[src/sv/ebe_pkg.sv]
// Types and constants for the element-by-element LU triangle solve block.
// No dependencies.
`timescale 1ns / 1ps
`default_nettype none
package ebe_pkg;
  localparam logic [2:0] MODE_LOAD_COEF = 3'd0;
  localparam logic [2:0] MODE_LOAD_CONN = 3'd1;
  localparam logic [2:0] MODE_WRITE_VEC = 3'd2;
  localparam logic [2:0] MODE_APPLY     = 3'd3;
  localparam logic [2:0] MODE_READ_VEC  = 3'd4;
  localparam logic [1:0] ST_OK      = 2'd0;
  localparam logic [1:0] ST_ELEMENT = 2'd1;
  localparam logic [1:0] ST_ADDRESS = 2'd2;
  localparam logic [1:0] ST_SLOT    = 2'd3;
  localparam int FRAC_BITS = 16;
  localparam int CFG_WIDTH = 13;
  localparam logic CFG_NUM_EQ = 1'b0;
  localparam logic CFG_NUM_EL = 1'b1;
  // datapath operations
  localparam logic [3:0] OP_NONE    = 4'd0;
  localparam logic [3:0] OP_RD_F    = 4'd1;  // read factor word
  localparam logic [3:0] OP_RD_C    = 4'd2;  // read corner
  localparam logic [3:0] OP_RD_V    = 4'd3;  // gather vector entry to z[sel]
  localparam logic [3:0] OP_MUL     = 4'd4;  // p = f * z[sel] (or z*f)
  localparam logic [3:0] OP_SUB     = 4'd5;  // z[sel] = z[sel] - p
  localparam logic [3:0] OP_MOVP    = 4'd6;  // z[sel] = p
  localparam logic [3:0] OP_WR_V    = 4'd7;  // scatter z[sel]
  localparam logic [3:0] OP_SINGLE  = 4'd8;  // store ops for the load and write modes
  typedef struct packed {
    logic [3:0] op;
    logic [1:0] sel;   // z register / corner index
    logic [2:0] word;  // factor word index 0..7 (f1..f8)
  } ebe_cmd_t;
endpackage
`default_nettype wire

[src/sv/ebe_ctrl.sv]
// Controller: decodes a transfer, checks ranges, steps the datapath through apply.
// Depends on ebe_pkg.
`timescale 1ns / 1ps
`default_nettype none
module ebe_ctrl #(
  parameter int MAX_ELEMENTS = 4096,
  parameter int VECTOR_DEPTH = 4096
) (
  input  wire logic               clk,
  input  wire logic               rst_n,
  input  wire logic               in_valid,
  output logic                    in_stall,
  input  wire logic [2:0]         in_mode,
  input  wire logic [11:0]        in_element,
  input  wire logic [2:0]         in_slot,
  input  wire logic [11:0]        in_address,
  input  wire logic [11:0]        num_eq,
  input  wire logic [12:0]        num_el,
  output ebe_pkg::ebe_cmd_t       cmd,
  output logic [2:0]              mode_q,
  output logic [11:0]             element_q,
  output logic [2:0]              slot_q,
  output logic [11:0]             address_q,
  input  wire logic signed [31:0] rd_value,
  output logic                    out_valid,
  input  wire logic               out_stall,
  output logic signed [31:0]      out_read_value,
  output logic [1:0]              out_status
);
  import ebe_pkg::*;
  localparam logic [1:0] S_IDLE = 2'd0;
  localparam logic [1:0] S_RUN  = 2'd1;
  localparam logic [1:0] S_OUT  = 2'd2;

  logic [1:0] state_r, state_nxt;
  logic [5:0] step_r, step_nxt;
  logic [1:0] st_r;
  logic       rd_r;

  // apply program: 3x(rd corner, latch), 3x(gather, latch), math, 3 scatters
  localparam int NSTEP = 33;
  function automatic ebe_cmd_t prog(input logic [5:0] s);
    ebe_cmd_t c;
    c = '{op: OP_NONE, sel: 2'd0, word: 3'd0};
    case (s)
      6'd0:  c = '{OP_RD_C, 2'd0, 3'd0};
      6'd1:  c = '{OP_NONE, 2'd0, 3'd1};
      6'd2:  c = '{OP_RD_C, 2'd1, 3'd0};
      6'd3:  c = '{OP_NONE, 2'd1, 3'd1};
      6'd4:  c = '{OP_RD_C, 2'd2, 3'd0};
      6'd5:  c = '{OP_NONE, 2'd2, 3'd1};
      6'd6:  c = '{OP_RD_V, 2'd0, 3'd0};
      6'd7:  c = '{OP_NONE, 2'd0, 3'd2};
      6'd8:  c = '{OP_RD_V, 2'd1, 3'd0};
      6'd9:  c = '{OP_NONE, 2'd1, 3'd2};
      6'd10: c = '{OP_RD_V, 2'd2, 3'd0};
      6'd11: c = '{OP_NONE, 2'd2, 3'd2};
      // z1 -= f3*z0
      6'd12: c = '{OP_RD_F, 2'd0, 3'd2};
      6'd13: c = '{OP_MUL,  2'd0, 3'd0};
      6'd14: c = '{OP_SUB,  2'd1, 3'd0};
      // z2 -= f6*z0 ; z2 -= f7*z1
      6'd15: c = '{OP_RD_F, 2'd0, 3'd5};
      6'd16: c = '{OP_MUL,  2'd0, 3'd0};
      6'd17: c = '{OP_SUB,  2'd2, 3'd0};
      6'd18: c = '{OP_RD_F, 2'd0, 3'd6};
      6'd19: c = '{OP_MUL,  2'd1, 3'd0};
      6'd20: c = '{OP_SUB,  2'd2, 3'd0};
      // z2 = z2*f8
      6'd21: c = '{OP_RD_F, 2'd0, 3'd7};
      6'd22: c = '{OP_MUL,  2'd2, 3'd0};
      6'd23: c = '{OP_MOVP, 2'd2, 3'd0};
      // z1 = (z1 - f5*z2)*f4
      6'd24: c = '{OP_RD_F, 2'd0, 3'd4};
      6'd25: c = '{OP_MUL,  2'd2, 3'd0};
      6'd26: c = '{OP_SUB,  2'd1, 3'd0};
      6'd27: c = '{OP_RD_F, 2'd0, 3'd3};
      6'd28: c = '{OP_MUL,  2'd1, 3'd0};
      6'd29: c = '{OP_MOVP, 2'd1, 3'd0};
      // z0 -= f1*z1 ; z0 -= f2*z2
      6'd30: c = '{OP_RD_F, 2'd0, 3'd0};
      6'd31: c = '{OP_MUL,  2'd1, 3'd0};
      6'd32: c = '{OP_SUB,  2'd0, 3'd0};
      6'd33: c = '{OP_RD_F, 2'd0, 3'd1};
      6'd34: c = '{OP_MUL,  2'd2, 3'd0};
      6'd35: c = '{OP_SUB,  2'd0, 3'd0};
      6'd36: c = '{OP_WR_V, 2'd0, 3'd0};
      6'd37: c = '{OP_WR_V, 2'd1, 3'd0};
      6'd38: c = '{OP_WR_V, 2'd2, 3'd0};
      default: c = '{op: OP_NONE, sel: 2'd0, word: 3'd0};
    endcase
    return c;
  endfunction
  localparam logic [5:0] LAST = 6'(NSTEP + 5);

  function automatic logic addr_bad(input logic [11:0] a, input logic [11:0] ne);
    return (a > ne) || ((a != ne) && (32'(a) >= VECTOR_DEPTH));
  endfunction

  logic       accept;
  logic [1:0] chk;
  assign accept = in_valid && !in_stall;
  assign in_stall = (state_r != S_IDLE);

  always_comb begin
    chk = ST_OK;
    case (in_mode)
      MODE_LOAD_COEF: if (32'(in_element) >= MAX_ELEMENTS) chk = ST_ELEMENT;
      MODE_LOAD_CONN: begin
        if (32'(in_element) >= MAX_ELEMENTS) chk = ST_ELEMENT;
        else if (in_slot > 3'd2) chk = ST_SLOT;
        else if (addr_bad(in_address, num_eq)) chk = ST_ADDRESS;
      end
      MODE_WRITE_VEC, MODE_READ_VEC: if (addr_bad(in_address, num_eq)) chk = ST_ADDRESS;
      MODE_APPLY: if (13'(in_element) >= num_el || 32'(in_element) >= MAX_ELEMENTS)
        chk = ST_ELEMENT;
      default: chk = ST_OK;
    endcase
  end

  always_comb begin
    state_nxt = state_r;
    step_nxt  = step_r;
    cmd = '{op: OP_NONE, sel: 2'd0, word: 3'd0};
    case (state_r)
      S_IDLE: if (accept) begin
        state_nxt = S_RUN;
        step_nxt  = '0;
      end
      S_RUN: begin
        if (st_r != ST_OK) state_nxt = S_OUT;
        else if (mode_q == MODE_APPLY) begin
          cmd = prog(step_r);
          step_nxt = step_r + 6'd1;
          if (step_r == LAST) state_nxt = S_OUT;
        end else if (mode_q == MODE_READ_VEC) begin
          if (step_r == 6'd0) cmd = '{OP_RD_V, 2'd0, 3'd0};
          step_nxt = step_r + 6'd1;
          if (step_r == 6'd1) state_nxt = S_OUT;
        end else begin
          cmd = '{OP_SINGLE, 2'd0, 3'd0};
          state_nxt = S_OUT;
        end
      end
      S_OUT: if (!out_stall) state_nxt = S_IDLE;
      default: state_nxt = S_IDLE;
    endcase
  end

  always_ff @(posedge clk) begin
    if (!rst_n) begin
      state_r <= S_IDLE;
      step_r  <= '0;
    end else begin
      state_r <= state_nxt;
      step_r  <= step_nxt;
    end
    if (accept) begin
      mode_q    <= in_mode;
      element_q <= in_element;
      slot_q    <= in_slot;
      address_q <= in_address;
      st_r      <= chk;
      rd_r      <= (in_mode == MODE_READ_VEC) && (chk == ST_OK);
    end
  end

  assign out_valid      = (state_r == S_OUT);
  assign out_status     = st_r;
  assign out_read_value = rd_r ? rd_value : 32'sd0;
endmodule
`default_nettype wire

[config.mk]
export PLATFORM = sky130hd
export DESIGN_NAME = ebe_ctrl
export DESIGN_NICKNAME = d
export VERILOG_FILES = /design/src/sv/ebe_pkg.sv /design/src/sv/ebe_ctrl.sv
export SDC_FILE = /design/constraint.sdc
export NUM_CORES = 1
export LEC_CHECK = 0
export BUFFER_PORTS_ARGS = -buffer_cell sky130_fd_sc_hd__buf_2
export CORE_ASPECT_RATIO = 0.9
export CORE_MARGIN = 2
export CORE_UTILIZATION = 46
export DETAILED_ROUTE_END_ITERATION = 12
export GPL_TIMING_DRIVEN = 0
export PLACE_DENSITY_LB_ADDON = 0.2
export SLEW_MARGIN = 40
export SYNTH_ARGS = -nofsm -noshare
export SYNTH_HDL_FRONTEND = slang
export SYNTH_SLANG_ARGS = --single-unit
[constraint.sdc]
create_clock -name clk -period 4.8 [get_ports clk]
set_clock_uncertainty 0.1 [all_clocks]
set_input_delay 0.48 -clock clk [delete_from_list [all_inputs] [get_ports clk]]
set_output_delay 0.48 -clock clk [all_outputs]
set_load 0.005 [all_outputs]
==> impl_metrics.tcl <==
set metrics [dict create \
    run_status "complete, no violations" \
    ys_seq_elements 49 \
    setup-tns-final_ns 0 \
    drv_slew 0 \
    vdd_drop_max_mv 0.128 \
    layout.cells.non_filler 602 \
    cp_max_fo 38 \
    pwr-share-seq_pct 53.0 \
    synthTopCellsByArea "edfxtp_1 30%, ha_1 13%, dfxtp_1 9.8%" \
    reg2regPathDepth 12 \
    whs_ns 0.264 \
    io_pins 166 \
    r2r_slack_ns 1.07 \
    hold-path-cell-count 1 \
    die_w_um 92.8 \
    crit_type "reg2reg" \
    vias_per_cell 5.13 \
    synth_edf_count 33 \
    drt_wl_total_um 8090 \
    n_antenna_cell 0 \
    switchingPower_uw 245 \
    power_uw 926 \
    drive_above_1_share_pct 37.9 \
    numCtsBuffers 5 \
    layout_min_cycle_time_ns 3.73 \
    synth_simple_gate_area_share_pct 21.3 \
    route.vias.total 3090 \
    ctsLongestPathBuffers 2 \
    synth_seq_area_share_pct 40.1 \
    drc 0 \
    p_int_uw 681 \
    path_clk_slew_ns 0.09 \
    hp-start "in_address[4]" \
    yosys.area.top_type_share_pct 30.3 \
    p_comb_share_pct 21.9 \
    rows 29 \
    core_area_um2 6970 \
    setup_viol 0 \
    synthMuxAreaShare_pct 2.34 \
    power_density_nw_per_um2 216 \
    grt_use_total_pct 20.3 \
    slew_headroom_pct 45.1 \
    rsz0062_at_grt "no" \
    drv_cap 0 \
    gp_congestion 0.896 \
    grt_pass1_wl_um 12800 \
    final-hold-violation-count 0 \
    dr.pass1.iters 5 \
    yosys_warnings 0 \
    clock-sinks 49 \
    synth-adder-area-share_pct 12.6 \
    critPathRequiredTime_ns 4.88 \
    max_freq_mhz 268 \
    grt_remaining_overflow 0 \
    dp.cells 594 \
    place_area_um2 4210 \
    p_leak_nw 2.18 \
    cts_setup_buffers 0 \
    fin_area_um2 4290 \
    finalCritPeriodShare_pct 77.6 \
    cp-end-kind "flip-flop" \
    antenna_found_initial 0 \
    cts-resized-gates 0 \
    h-tree-depth 2 \
    final_nets 632 \
    min_to "address_q[4]$_DFFE_PP_" \
    die_area_um2 7790 \
    fp.dieH_um 84.0 \
    yosys.area.top_type "edfxtp_1" \
    drt_iter0_markers 203 \
    syn_nets 460 \
    fillers 633 \
    netlist_instances 336 \
    critPathArrivalTime_ns 3.81 \
    tightest_slew_ns 0.818 \
    cts_tree "done" \
    rr_startpoint "state_r[0]$_SDFFE_PN0P_" \
    cts_hold_buf 0 \
    setup_ws_ns 1.07 \
    sw_frac_of_total_pct 26.5 \
    clk_latency_ns 0.30 \
    synth-async-reset-ratio_pct 0 \
    synth-compound-area-share_pct 15.2 \
    cts_root_buf "clkbuf_8" \
    fin_util_pct 61.6 \
    areaGrowthSynthToFinish_pct 31.4 \
    grt_pass1_vias 2804 \
    cp-start-kind "flip-flop" \
    port_buffers 165 \
    power_frac_clock_pct 25.1 \
    place_ws_ns 0.909 \
    hp-class "in2reg" \
    dp_hpwl_um 6600 \
    ant_nets 0 \
    synth_top_family_by_area "simple AND/OR/NAND/NOR gates" \
    wire_per_inst_um 13.4 \
    grt_start_max_net_pins 39 \
    syn_area_per_cell_um2 9.72 \
    yosys.cell_types.count 63 \
    initial_core_util_pct 46.9 \
    ys.flop_type "edfxtp_1" \
    yosys.area_share.xor_xnor_pct 2.11 \
    syn-cell-area_um2 3270 \
]
==> layer usage <==
metal  up-vias  GRT usage, %  share of wire (%)
li1       1545             -                  -
met1      1376          25.9                 43
met2       162          34.3                 47
met3         7          5.78                9.6
met4         0          4.01               0.69
met5         -             0                  0
==> worst max-delay path by stage <==
stage                                 start   endpoint  slack [ns]  cells after the start
floorplan                          in_valid  flip-flop        1.26                     12
global placement                   in_valid  flip-flop        0.42                     13
detailed placement                 in_valid  flip-flop        0.91                     13
CTS                 state_r[0]$_SDFFE_PN0P_  flip-flop        1.02                     12
global route        state_r[0]$_SDFFE_PN0P_  flip-flop        0.76                     12
finish              state_r[0]$_SDFFE_PN0P_  flip-flop        1.07                     12
==> final cells by class <==
type	count	area (um^2)	area share, %
clock buffers	6	72.6	1.69
multi-input cells	239	1750	40.8
clock inverters	2	11.3	0.262
repair buffers	165	826	19.2
flip-flops and latches	49	1310	30.5
inverters	37	139	3.24
well taps	93	116	2.71
plain buffers	11	63.8	1.49
==> worst max-delay path, stage by stage (launching register included) <==
cell and delay (ns):
dfxtp_1 0.39, or3b_2 0.47, buf_2 0.17, inv_2 0.57, nor3_1 0.09, mux2i_1 0.48
inv_1 0.19, ha_1 0.33, inv_1 0.15, nor2_1 0.10, o21ai_0 0.18, o31ai_1 0.09
a221o_1 0.29
==> logic make-up (layout without fill, tap and decap cells) <==
| kind of cell | after synthesis | in the layout |
|---|---|---|
| fa+ha+maj | 33 | 33 |
| flops | 49 | 49 |
| xor+xnor | 7 | 7 |
| mux | 7 | 7 |
| compound gates | 72 | 72 |
| simple gates | 120 | 120 |
| buf+inv | 48 | 221 |
==> placed cells by master, fill, tap and decap left out, drive strengths merged, types with 3 or more instances in the layout <==
cell,n
xnor2,6
mux2i,5
o31ai,4
clkbuf,11
nand4,9
o211ai,4
and2,41
buf,171
dfxtp,16
inv,37
nor2,15
nand3,8
or3,3
ha,33
a21o,12
nand2b,3
and3,4
edfxtp,33
a211oi,4
o21ai,10
a21oi,20
nand2,15
nor3,8
==> synthesized netlist by cell type (3+ instances only) <==
| master | count |
|---|---|
| a211oi_1 | 4 |
| a21o_1 | 12 |
| a21oi_1 | 20 |
| and2_1 | 40 |
| and3_1 | 4 |
| buf_2 | 3 |
| clkbuf_1 | 5 |
| dfxtp_1 | 16 |
| edfxtp_1 | 33 |
| ha_1 | 33 |
| inv_1 | 34 |
| inv_2 | 3 |
| mux2i_1 | 4 |
| nand2_1 | 15 |
| nand2b_1 | 3 |
| nand3_1 | 8 |
| nand4_1 | 9 |
| nor2_1 | 14 |
| nor3_1 | 7 |
| o211ai_1 | 4 |
| o21ai_0 | 8 |
| o31ai_1 | 4 |
| or3_1 | 3 |
| xnor2_1 | 5 |
==> power by group through the flow <==
stage	sequential, mW	clock [mW]	combinational [mW]
4_1_cts	0.491	0.245	0.206
6_report	0.490	0.233	0.203
2_1_floorplan	0.500	0	0.104
5_1_grt	0.493	0.255	0.229
3_3_place_gp	0.501	0	0.201
3_5_place_dp	0.500	0	0.204
(Power assumes the default switching activity.)
